[src/design/rpwq_pkg.sv]
// ----------------------------------------------------------------------------
// rpwq_pkg: shared types and codes for the slot pool with wait queue
// Outcome codes, fixed field widths and the FIFO control bundle.
// ----------------------------------------------------------------------------
`default_nettype none

package rpwq_pkg;

  // Fixed field widths
  localparam int unsigned SLOT_W    = 6;
  localparam int unsigned OUTCOME_W = 3;
  localparam int unsigned COUNT_W   = 7;

  // Default sizes
  localparam int unsigned DEF_POOL_SLOTS     = 64;
  localparam int unsigned DEF_WAIT_DEPTH     = 64;
  localparam int unsigned DEF_REQUESTER_BITS = 8;

  // Request actions
  localparam logic ACT_ALLOC = 1'b0;
  localparam logic ACT_FREE  = 1'b1;

  // Result outcome codes
  localparam logic [OUTCOME_W-1:0] OUT_GRANT_NOW = 3'd0;
  localparam logic [OUTCOME_W-1:0] OUT_QUEUED    = 3'd1;
  localparam logic [OUTCOME_W-1:0] OUT_RETURNED  = 3'd2;
  localparam logic [OUTCOME_W-1:0] OUT_WAIT_FULL = 3'd3;
  localparam logic [OUTCOME_W-1:0] OUT_OVERFULL  = 3'd4;

  // Push / pop strobes for one FIFO
  typedef struct packed {
    logic push;
    logic pop;
  } fifo_ctrl_t;

endpackage : rpwq_pkg

`default_nettype wire

[src/design/resource_pool_with_wait_queue.sv]
// ----------------------------------------------------------------------------
// resource_pool_with_wait_queue: slot pool with a FIFO of waiting requesters
// Allocate requests take a free slot or join the wait queue (refused when it is full); free requests
// hand the slot to the oldest waiter or return it to the free list (refused when it is full).
// ----------------------------------------------------------------------------
//
//   Channel   Direction  Handshake               Payload
//   --------  ---------  ----------------------  --------------------------------
//   in        input      in_valid_i/in_ready_o   action, requester_id, slot_index
//   out       output     out_valid_o/out_ready_i granted, grant_requester,
//                                                grant_slot, outcome,
//                                                free_slots, waiting_requests
//
// Each request is captured while both FIFO memories read their head entries,
// then decided, which updates pointers and counters.
// The memory read is registered, which is why capture and decide are separate steps.
// After reset the free list holds slot indices 0..POOL_SLOTS-1 in order with
// no clearing pass; the wait queue is empty.
// The result sits in an output register; a new request is accepted while it
// waits, and the decide step holds until the output register is free.
// ----------------------------------------------------------------------------
`default_nettype none

module resource_pool_with_wait_queue #(
  parameter int unsigned POOL_SLOTS     = rpwq_pkg::DEF_POOL_SLOTS,
  parameter int unsigned WAIT_DEPTH     = rpwq_pkg::DEF_WAIT_DEPTH,
  parameter int unsigned REQUESTER_BITS = rpwq_pkg::DEF_REQUESTER_BITS
) (
  input  wire logic                                clk_i,
  input  wire logic                                rst_ni,
  // request channel
  input  wire logic                                in_valid_i,
  output logic                                     in_ready_o,
  input  wire logic                                action_i,
  input  wire logic [REQUESTER_BITS-1:0]           requester_id_i,
  input  wire logic [rpwq_pkg::SLOT_W-1:0]         slot_index_i,
  // result channel
  output logic                                     out_valid_o,
  input  wire logic                                out_ready_i,
  output logic                                     granted_o,
  output logic      [REQUESTER_BITS-1:0]           grant_requester_o,
  output logic      [rpwq_pkg::SLOT_W-1:0]         grant_slot_o,
  output logic      [rpwq_pkg::OUTCOME_W-1:0]      outcome_o,
  output logic      [rpwq_pkg::COUNT_W-1:0]        free_slots_o,
  output logic      [rpwq_pkg::COUNT_W-1:0]        waiting_requests_o
);
  import rpwq_pkg::*;

  localparam int unsigned FreeLvlW = $clog2(POOL_SLOTS + 1);
  localparam int unsigned WaitLvlW = $clog2(WAIT_DEPTH + 1);
  localparam logic [FreeLvlW-1:0] FreeFull = FreeLvlW'(POOL_SLOTS);
  localparam logic [WaitLvlW-1:0] WaitFull = WaitLvlW'(WAIT_DEPTH);

  // FSM codes
  localparam logic S_IDLE = 1'b0;
  localparam logic S_EXEC = 1'b1;

  logic state_q, state_d;

  // Captured request
  logic                      action_q;
  logic [REQUESTER_BITS-1:0] req_q;
  logic [SLOT_W-1:0]         slot_q;

  // Result register
  logic                      out_valid_q, out_valid_d;
  logic                      granted_q, granted_d;
  logic [REQUESTER_BITS-1:0] g_req_q, g_req_d;
  logic [SLOT_W-1:0]         g_slot_q, g_slot_d;
  logic [OUTCOME_W-1:0]      outcome_q, outcome_d;
  logic [COUNT_W-1:0]        free_cnt_q, free_cnt_d;
  logic [COUNT_W-1:0]        wait_cnt_q, wait_cnt_d;

  // FIFO side
  fifo_ctrl_t                free_ctrl, wait_ctrl;
  logic [SLOT_W-1:0]         free_head_slot;
  logic [REQUESTER_BITS-1:0] wait_head_req;
  logic [FreeLvlW-1:0]       free_level, free_after;
  logic [WaitLvlW-1:0]       wait_level, wait_after;

  logic accept_in, fire;

  rpwq_free_list #(
    .POOL_SLOTS (POOL_SLOTS)
  ) u_free_list (
    .clk_i       (clk_i),
    .rst_ni      (rst_ni),
    .ctrl_i      (free_ctrl),
    .push_slot_i (slot_q),
    .head_slot_o (free_head_slot),
    .level_o     (free_level)
  );

  rpwq_wait_queue #(
    .WAIT_DEPTH     (WAIT_DEPTH),
    .REQUESTER_BITS (REQUESTER_BITS)
  ) u_wait_queue (
    .clk_i      (clk_i),
    .rst_ni     (rst_ni),
    .ctrl_i     (wait_ctrl),
    .push_req_i (req_q),
    .head_req_o (wait_head_req),
    .level_o    (wait_level)
  );

  assign in_ready_o = (state_q == S_IDLE);
  assign accept_in  = in_valid_i && in_ready_o;
  // Decide only when the output register can take the result
  assign fire       = (state_q == S_EXEC) && (!out_valid_q || out_ready_i);

  // Decision: waiters first, then the pool
  always_comb begin
    free_ctrl = '0;
    wait_ctrl = '0;
    granted_d = 1'b0;
    g_req_d   = '0;
    g_slot_d  = '0;
    outcome_d = OUT_WAIT_FULL;
    if (action_q == ACT_ALLOC) begin
      if (wait_level == '0 && free_level != '0) begin
        free_ctrl.pop = 1'b1;
        granted_d     = 1'b1;
        g_req_d       = req_q;
        g_slot_d      = free_head_slot;
        outcome_d     = OUT_GRANT_NOW;
      end else if (wait_level == WaitFull) begin
        outcome_d = OUT_WAIT_FULL;
      end else begin
        wait_ctrl.push = 1'b1;
        outcome_d      = OUT_QUEUED;
      end
    end else begin
      if (wait_level != '0) begin
        wait_ctrl.pop = 1'b1;
        granted_d     = 1'b1;
        g_req_d       = wait_head_req;
        g_slot_d      = slot_q;
        outcome_d     = OUT_GRANT_NOW;
      end else if (free_level == FreeFull) begin
        outcome_d = OUT_OVERFULL;
      end else begin
        free_ctrl.push = 1'b1;
        outcome_d      = OUT_RETURNED;
      end
    end
    // Gate the strobes to the decide cycle
    free_ctrl.push = free_ctrl.push && fire;
    free_ctrl.pop  = free_ctrl.pop && fire;
    wait_ctrl.push = wait_ctrl.push && fire;
    wait_ctrl.pop  = wait_ctrl.pop && fire;
  end

  // Counts after this request
  always_comb begin
    free_after = free_level;
    wait_after = wait_level;
    if (free_ctrl.push) begin
      free_after = free_level + 1'b1;
    end else if (free_ctrl.pop) begin
      free_after = free_level - 1'b1;
    end
    if (wait_ctrl.push) begin
      wait_after = wait_level + 1'b1;
    end else if (wait_ctrl.pop) begin
      wait_after = wait_level - 1'b1;
    end
    free_cnt_d = COUNT_W'(free_after);
    wait_cnt_d = COUNT_W'(wait_after);
  end

  // Sequencer and output valid
  always_comb begin
    state_d     = state_q;
    out_valid_d = out_valid_q;
    if (out_valid_q && out_ready_i) begin
      out_valid_d = 1'b0;
    end
    unique case (state_q)
      S_IDLE: begin
        if (accept_in) begin
          state_d = S_EXEC;
        end
      end
      S_EXEC: begin
        if (fire) begin
          state_d     = S_IDLE;
          out_valid_d = 1'b1;
        end
      end
      default: begin
        state_d = S_IDLE;
      end
    endcase
  end

  always_ff @(posedge clk_i or negedge rst_ni) begin
    if (!rst_ni) begin
      state_q     <= S_IDLE;
      out_valid_q <= 1'b0;
    end else begin
      state_q     <= state_d;
      out_valid_q <= out_valid_d;
    end
  end

  // Hold the captured request and the result payload
  always_ff @(posedge clk_i) begin
    if (accept_in) begin
      action_q <= action_i;
      req_q    <= requester_id_i;
      slot_q   <= slot_index_i;
    end
    if (fire) begin
      granted_q  <= granted_d;
      g_req_q    <= g_req_d;
      g_slot_q   <= g_slot_d;
      outcome_q  <= outcome_d;
      free_cnt_q <= free_cnt_d;
      wait_cnt_q <= wait_cnt_d;
    end
  end

  assign out_valid_o        = out_valid_q;
  assign granted_o          = granted_q;
  assign grant_requester_o  = g_req_q;
  assign grant_slot_o       = g_slot_q;
  assign outcome_o          = outcome_q;
  assign free_slots_o       = free_cnt_q;
  assign waiting_requests_o = wait_cnt_q;

endmodule : resource_pool_with_wait_queue

`default_nettype wire

[src/design/rpwq_free_list.sv]
// ----------------------------------------------------------------------------
// rpwq_free_list: FIFO of free slot indices
// Memory-backed FIFO whose reset contents are the slot indices in order;
// a fill count marks which entries have been written since reset.
// ----------------------------------------------------------------------------
`default_nettype none

module rpwq_free_list #(
  parameter int unsigned POOL_SLOTS = rpwq_pkg::DEF_POOL_SLOTS
) (
  input  wire logic                                  clk_i,
  input  wire logic                                  rst_ni,
  input  wire rpwq_pkg::fifo_ctrl_t                  ctrl_i,
  input  wire logic [rpwq_pkg::SLOT_W-1:0]           push_slot_i,
  output logic      [rpwq_pkg::SLOT_W-1:0]           head_slot_o,
  output logic      [$clog2(POOL_SLOTS+1)-1:0]       level_o
);
  import rpwq_pkg::*;

  localparam int unsigned PtrW = (POOL_SLOTS > 1) ? $clog2(POOL_SLOTS) : 1;
  localparam int unsigned LvlW = $clog2(POOL_SLOTS + 1);
  localparam logic [PtrW-1:0] LastPtr = PtrW'(POOL_SLOTS - 1);
  localparam logic [LvlW-1:0] FullLvl = LvlW'(POOL_SLOTS);

  logic [SLOT_W-1:0] mem_q [POOL_SLOTS];
  logic [SLOT_W-1:0] rd_q;
  logic [PtrW-1:0]   head_q, head_d;
  logic [PtrW-1:0]   tail_q, tail_d;
  logic [LvlW-1:0]   level_q, level_d;
  logic [LvlW-1:0]   fill_q, fill_d;

  // Memory: write at tail, read the head every cycle
  always_ff @(posedge clk_i) begin
    if (ctrl_i.push) begin
      mem_q[tail_q] <= push_slot_i;
    end
    rd_q <= mem_q[head_q];
  end

  always_comb begin
    head_d  = head_q;
    tail_d  = tail_q;
    level_d = level_q;
    fill_d  = fill_q;
    if (ctrl_i.pop) begin
      head_d = (head_q == LastPtr) ? '0 : head_q + 1'b1;
    end
    if (ctrl_i.push) begin
      tail_d = (tail_q == LastPtr) ? '0 : tail_q + 1'b1;
      if (fill_q != FullLvl) begin
        fill_d = fill_q + 1'b1;
      end
    end
    if (ctrl_i.push && !ctrl_i.pop) begin
      level_d = level_q + 1'b1;
    end else if (ctrl_i.pop && !ctrl_i.push) begin
      level_d = level_q - 1'b1;
    end
  end

  always_ff @(posedge clk_i or negedge rst_ni) begin
    if (!rst_ni) begin
      head_q  <= '0;
      tail_q  <= '0;
      level_q <= FullLvl;
      fill_q  <= '0;
    end else begin
      head_q  <= head_d;
      tail_q  <= tail_d;
      level_q <= level_d;
      fill_q  <= fill_d;
    end
  end

  // Entries are written in index order, so the ones below the fill count are
  // live; any other entry still holds its own index.
  assign head_slot_o = (LvlW'(head_q) < fill_q) ? rd_q : SLOT_W'(head_q);
  assign level_o     = level_q;

endmodule : rpwq_free_list

`default_nettype wire

[src/design/rpwq_wait_queue.sv]
// ----------------------------------------------------------------------------
// rpwq_wait_queue: FIFO of waiting requester IDs
// Memory-backed FIFO with a registered read of the head entry.
// ----------------------------------------------------------------------------
`default_nettype none

module rpwq_wait_queue #(
  parameter int unsigned WAIT_DEPTH     = rpwq_pkg::DEF_WAIT_DEPTH,
  parameter int unsigned REQUESTER_BITS = rpwq_pkg::DEF_REQUESTER_BITS
) (
  input  wire logic                            clk_i,
  input  wire logic                            rst_ni,
  input  wire rpwq_pkg::fifo_ctrl_t            ctrl_i,
  input  wire logic [REQUESTER_BITS-1:0]       push_req_i,
  output logic      [REQUESTER_BITS-1:0]       head_req_o,
  output logic      [$clog2(WAIT_DEPTH+1)-1:0] level_o
);
  import rpwq_pkg::*;

  localparam int unsigned PtrW = (WAIT_DEPTH > 1) ? $clog2(WAIT_DEPTH) : 1;
  localparam int unsigned LvlW = $clog2(WAIT_DEPTH + 1);
  localparam logic [PtrW-1:0] LastPtr = PtrW'(WAIT_DEPTH - 1);

  logic [REQUESTER_BITS-1:0] mem_q [WAIT_DEPTH];
  logic [REQUESTER_BITS-1:0] rd_q;
  logic [PtrW-1:0]           head_q, head_d;
  logic [PtrW-1:0]           tail_q, tail_d;
  logic [LvlW-1:0]           level_q, level_d;

  always_ff @(posedge clk_i) begin
    if (ctrl_i.push) begin
      mem_q[tail_q] <= push_req_i;
    end
    rd_q <= mem_q[head_q];
  end

  always_comb begin
    head_d  = head_q;
    tail_d  = tail_q;
    level_d = level_q;
    if (ctrl_i.pop) begin
      head_d = (head_q == LastPtr) ? '0 : head_q + 1'b1;
    end
    if (ctrl_i.push) begin
      tail_d = (tail_q == LastPtr) ? '0 : tail_q + 1'b1;
    end
    if (ctrl_i.push && !ctrl_i.pop) begin
      level_d = level_q + 1'b1;
    end else if (ctrl_i.pop && !ctrl_i.push) begin
      level_d = level_q - 1'b1;
    end
  end

  always_ff @(posedge clk_i or negedge rst_ni) begin
    if (!rst_ni) begin
      head_q  <= '0;
      tail_q  <= '0;
      level_q <= '0;
    end else begin
      head_q  <= head_d;
      tail_q  <= tail_d;
      level_q <= level_d;
    end
  end

  assign head_req_o = rd_q;
  assign level_o    = level_q;

endmodule : rpwq_wait_queue

`default_nettype wire
[config.mk]
export PLATFORM = sky130hd
export DESIGN_NAME = resource_pool_with_wait_queue
export DESIGN_NICKNAME = d
export VERILOG_FILES = /design/src/design/rpwq_pkg.sv /design/src/design/resource_pool_with_wait_queue.sv /design/src/design/rpwq_free_list.sv /design/src/design/rpwq_wait_queue.sv
export SDC_FILE = /design/constraint.sdc
export NUM_CORES = 1
export LEC_CHECK = 0
export ABC_AREA = 1
export BUFFER_PORTS_ARGS = -buffer_cell sky130_fd_sc_hd__buf_2
export CAP_MARGIN = 10
export CORE_ASPECT_RATIO = 1.75
export CORE_UTILIZATION = 28
export DETAILED_ROUTE_END_ITERATION = 6
export PLACE_DENSITY = 0.42
export SYNTH_ARGS = -nofsm -noshare
export SYNTH_HDL_FRONTEND = slang
export SYNTH_SLANG_ARGS = --single-unit
[constraint.sdc]
create_clock -name clk_i -period 7 [get_ports clk_i]
set_input_delay 0.7 -clock clk_i [delete_from_list [all_inputs] [get_ports clk_i]]
set_output_delay 0.7 -clock clk_i [all_outputs]
set_load 0.005 [all_outputs]
Word level (Yosys, flattened, before mapping)
Memory sizes are Yosys's and may differ from the RTL's. A register that Yosys moved wholly into a read port is not among the register bits.
Index checks and enable logic that the tools add are counted.
- bitwise gates (word level): 1
- equality and inequality tests: 7
- order comparisons: 1
- reductions and logical operators: 24
- multiplexer cells: 45
- add/subtract/negate cells: 9
- operators with widths (operator ; number):
    $mux 7 ; 8
    $mux 6 ; 8
    $add 6x1->6 const B ; 4
    $eq 6x6->1 const B ; 4
    $mux 8 ; 3
    $add 7x1->7 const B ; 3
    $mux 1 ; 20
    $eq 7x7->1 const B ; 2
    $reduce_bool 7->1 ; 2
    $sub 7x1->7 const B ; 2
    $logic_and 1x1->1 ; 12
    $mux 3 ; 3
    $logic_not 7->1 ; 1
    $lt 6x7->1 ; 1
    $ne 7x7->1 const B ; 1
    $logic_not 1->1 ; 5
    $mux 2 ; 2
    $reduce_bool 2->1 ; 2
    $pmux 1 s2 ; 1
    $reduce_and 2->1 ; 1
    $logic_or 1x1->1 ; 1
    $not 1->1 ; 1
- output and inout port bits: 34
- memories: 2
- input port bits: 19
- word-level logic and storage cells: 107
- bits in writable memories: 896
- flip-flop bits (word level): 94
- memories (memory ; depth ; width ; read ports ; clocked after Yosys merged registers in ; write ports ; RTL line ; RTL):
    u_wait_queue.mem_q ; 64 ; 8 ; 1 ; 1 ; 1 ; rpwq_wait_queue.sv:24 ; logic [REQUESTER_BITS-1:0] mem_q [WAIT_DEPTH];
    u_free_list.mem_q ; 64 ; 6 ; 1 ; 1 ; 1 ; rpwq_free_list.sv:25 ; logic [SLOT_W-1:0] mem_q [POOL_SLOTS];

Logic depth before layout (Yosys ltp)
- depth after elaboration: 9
- depth in mapped cells: 16
- mapped depth without buffers: 14

Cells and area by module
Synthesis repeated with hierarchy kept, for this count alone.
- cells, all modules: 4119
- area, all modules: 43485.5 µm²
- modules (own cells, without submodules) (module ; instances ; area an instance (µm²) ; cells an instance):
    rpwq_wait_queue ; 1 ; 22887.0 ; 2136
    rpwq_free_list ; 1 ; 17963.5 ; 1721
    resource_pool_with_wait_queue ; 1 ; 2635.0 ; 262

Worst setup path after synthesis
OpenSTA, ideal clock, no wires.
- path kind: input port to flip-flop
- from: in out_ready_i
- to: mem u_wait_queue.mem_q[47][0] (netlist name) (enable)
- path buffers: 1
- required time: 6617 ps
- arrival time: 2592 ps
- slack: 4024 ps
- stages: 7
- setup time: 383 ps
- path through: nor2_1 > nor2_4 > inv_1 > nor2_1 > nand3_4 > buf_2 > nor3_1
- word-level cells in the longest chain between the ends: 5
- ends and longest elaborated chain (what ; RTL line ; RTL):
    start: declaration ; resource_pool_with_wait_queue.sv:39 ; input wire logic out_ready_i,
    $logic_or 1x1->1 ; resource_pool_with_wait_queue.sv:109 ; assign fire = (state_q == S_EXEC) && (!out_valid_q || out_ready_i);
    $logic_and 1x1->1 ; resource_pool_with_wait_queue.sv:109 ;
    named net fire ; resource_pool_with_wait_queue.sv:81 ; logic accept_in, fire;
    $logic_and 1x1->1 ; resource_pool_with_wait_queue.sv:149 ; wait_ctrl.push = wait_ctrl.push && fire;
    $mux 1 ; rpwq_wait_queue.sv:31 ; if (ctrl_i.push) begin
    $mux 1 (not written as such) ; rpwq_wait_queue.sv:32 ; mem_q[tail_q] <= push_req_i;
    end: declaration ; rpwq_wait_queue.sv:24 ;
The timed path passes the listed nets, and every way through them passes these cells.

Final worst setup path
- from: reg out_valid_q (netlist: out_valid_o)
- to: mem u_wait_queue.mem_q[25][4] (netlist name) (enable)
- word-level cells in the longest chain between the ends: 6
- ends and longest elaborated chain (what ; RTL line ; RTL):
    start: declaration ; resource_pool_with_wait_queue.sv:66 ; logic out_valid_q, out_valid_d;
    start signal: assignment ; resource_pool_with_wait_queue.sv:202 ; out_valid_q <= out_valid_d;
    $logic_not 1->1 ; resource_pool_with_wait_queue.sv:109 ;
    $logic_or 1x1->1 ; resource_pool_with_wait_queue.sv:109 ;
    $logic_and 1x1->1 ; resource_pool_with_wait_queue.sv:109 ;
    named net fire ; resource_pool_with_wait_queue.sv:81 ;
    $logic_and 1x1->1 ; resource_pool_with_wait_queue.sv:149 ;
    $mux 1 ; rpwq_wait_queue.sv:31 ;
    $mux 1 (not written as such) ; rpwq_wait_queue.sv:32 ;
The timed path passes the listed nets, and every way through them passes these cells.

==> flow_metrics.py <==
metrics = {
    "drt": {
        "routed_wl_um": 132000,
        "vias_per_cell": 4.46,
        "antenna_left": 0,
        "vias": 28261,
        "wl_per_cell_um": 20.8,
        "drc": 0,
        "first_iter_violations": 1575,
        "firstDrtPassIters": 6,
    },
    "logic_synthesis": {
        "yosysTopAreaCell": "edfxtp_1",
        "ys_types": 45,
        "synth_top_area_frac": 0.647,
        "synthTopCellsByArea": "edfxtp_1, nand2_1, nand3_1",
        "synth-edff-count": 943,
        "yosysWarnings": 0,
        "synth_area_mm2": 0.0438,
        "syn_nets": 4263,
        "syn-instance-count": 4225,
        "yosysSeqAreaShare": 0.681,
        "synth_area_per_cell_um2": 10.4,
        "ys_async_sr_fraction": 0.0468,
        "ys_ff_latch": 1004,
        "synthFlopType": "edfxtp_1",
    },
    "critical_path": {
        "ff2ff_setup_slack_ns": 3.36,
        "crit_path_start": "out_valid_o",
        "cp_cell_sequence": "inv_1 -> nor2_1 -> nor2_4 -> inv_1 -> nor2_1 -> nand3_4 -> inv_2 -> nand4_4 -> nor2_1",
        "reg2reg_depth": 9,
        "cp-endpoint": "u_wait_queue.mem_q[25][4]",
        "rr_endpoint": "u_wait_queue.mem_q[25][4]",
        "cp-end-kind": "register",
        "worstPathArrival_ns": 3.96,
        "slowest_delay_ns": 0.70,
        "required_ns": 7.32,
        "critPathMaxFanout": 20,
        "r2r_start": "out_valid_o",
        "critPathKind": "reg2reg",
        "slowest_stage": "nor2_1",
        "start_kind": "register",
        "crit_top_cell": "nor2_1",
    },
    "floorplanning": {
        "pin_count": 53,
        "start_util": 0.283,
        "die_w_um": 301,
        "dieArea_mm2": 0.158,
        "fp-row-count": 191,
        "coreArea_mm2": 0.155,
        "die_h_um": 525,
    },
    "layout": {
        "final_cells": 6334,
        "final_common_cell": "nand2_1",
        "finalCoreUtilization": 0.318,
        "final_area_mm2": 0.0493,
        "layout_common_cells": "nand2_1, edfxtp_1, inv_1, nand3_1, nor2_1",
        "multi_input_area_mm2": 0.0111,
        "nFillCells": 15908,
        "layout-drive-gt1-share": 0.0736,
        "final_nets": 4260,
        "regArea_mm2": 0.0298,
        "synthToLayoutAreaGrowth_pct": 12.7,
    },
    "outcome": {
        "status": "completed",
    },
    "clock_tree": {
        "cts_setup_buffers": 0,
        "clk_pin_slew_ns": 0.06,
        "clkSinkCount": 1004,
        "clk_latency_ns": 0.73,
        "ctsLongestPathBuffers": 3,
        "numCtsBuffers": 103,
        "cts_tree": "built",
        "cts-root-buf": "clkbuf_16",
        "postCtsResizedCells": 0,
        "htreeDepth": 3,
        "cts_hold_buf": 0,
    },
    "timing": {
        "worst_pin_slew_ns": 1.20,
        "hold_viol_final": 0,
        "max_slew_margin": 0.198,
        "hold_ws_ns": 0.139,
        "period_minus_slack_ns": 3.64,
        "period_share": 0.520,
        "tns_ns": 0,
        "setup_viol": 0,
        "finalMaxSlewViolations": 0,
        "fin_skew_ns": 0.0531,
        "grt_setup_unrepaired": "false",
        "timing.fmax_mhz": 275,
    },
    "job": {
        "cap_violations": 0,
    },
    "power_and_ir_drop": {
        "p_leak_nw": 19.2,
        "power_density_mw_per_mm2": 350,
        "vdd_drop_max_v": 0.000233,
    },
    "global_route": {
        "grt_max_degree": 118,
        "antenna_found_initial": 4,
        "grt_overflow": 0,
        "grt_pass1_wl_um": 192000,
        "grt_usage": 0.166,
        "grt_pass1_vias": 29531,
    },
    "place": {
        "hpwlAfterDp_um": 83800,
        "io_buffers": 52,
        "place_area_mm2": 0.0459,
        "gp_congestion": 0.837,
        "dp_cells": 6143,
    },
    "worst_hold_path": {
        "hold_class": "in2async",
    },
}
==> through the flow <==
step | setup WS (ns) | power (mW)
floorplan | 4.02 | 10.2
global placement | 2.96 | 12.0
detailed placement | 2.92 | 12.0
CTS | 3.28 | 17.5
global route | 3.12 | 18.1
finish | 3.36 | 17.3
==> cells by family after synthesis <==
group           count (synthesis)  share of synthesized area
flops                        1004                      0.681
xor+xnor                       39                    0.00781
fa+ha+maj                      19                    0.00543
compound gates                235                     0.0285
simple gates                 2232                      0.212
buf+inv                       696                     0.0653
==> sequential cells by signal, summed over array words and instances, names as in the netlist, 7 cells and up <==
name and count:
free_slots_o 7, u_wait_queue.mem_q 512, req_q 8, u_free_list.fill_q 7, u_wait_queue.head_req_o 8, grant_requester_o 8
u_wait_queue.level_o 7, u_free_list.level_o 7, u_free_list.mem_q 384, waiting_requests_o 7
==> cell usage after synthesis, types with 6 or more instances <==
| cell type | instances |
|---|---|
| nor3_1 | 10 |
| buf_6 | 8 |
| a21oi_1 | 41 |
| nor2_1 | 428 |
| clkinv_1 | 6 |
| ha_1 | 19 |
| xor2_1 | 35 |
| o21ai_0 | 163 |
| o21ai_1 | 8 |
| buf_2 | 85 |
| edfxtp_1 | 943 |
| dfxtp_1 | 14 |
| dfrtp_1 | 46 |
| nand2_1 | 1268 |
| clkbuf_1 | 64 |
| inv_1 | 477 |
| nand4_1 | 6 |
| a22o_1 | 9 |
| buf_4 | 19 |
| nor2_2 | 14 |
| inv_2 | 13 |
| or2_2 | 11 |
| nand3_1 | 464 |
| o211ai_1 | 7 |
| buf_1 | 22 |
| nand4_2 | 6 |
==> worst min path at each step <==
stage                       endpoint  slack (ns)  depth (start not counted)
2_1_floorplan            out_valid_o        0.40                          0
3_3_place_gp   u_free_list.fill_q[5]        0.48                          2
3_5_place_dp   u_free_list.fill_q[5]        0.49                          2
4_1_cts                     req_q[1]        0.09                          1
5_1_grt                     req_q[3]        0.13                          1
6_report                 out_valid_o        0.14                          2
==> layer usage <==
| metal | share of wire | GRT usage |
|---|---|---|
| met5 | 0.000099 | 0 |
| met2 | 0.56 | 0.329 |
| met3 | 0.029 | 0.0174 |
| met1 | 0.37 | 0.170 |
| met4 | 0.043 | 0.0769 |
==> power breakdown <==
group          internal [mW]  switching (mW)
Clock                   3.13            2.39
Sequential              6.83           0.340
Combinational           1.20            3.35
==> cell type report <==
cell class / count / area share
timing repair buffer: 90 / 0.0116
clock buffer: 127 / 0.0550
clock inverter: 63 / 0.0135
multi-input combinational: 2525 / 0.226
inverter: 498 / 0.0383
sequential: 1004 / 0.604
antenna: 1 / 0.0000508
tap: 2026 / 0.0514
==> critical path, delay by kind of cell, from the launching register on <==
family                 cells  cell delay (ns)
AND/OR/NAND/NOR            6             2.23
flip-flops                 1             0.37
buffers and inverters      3             0.64
Note: power is estimated with default switching activity, not from simulation.
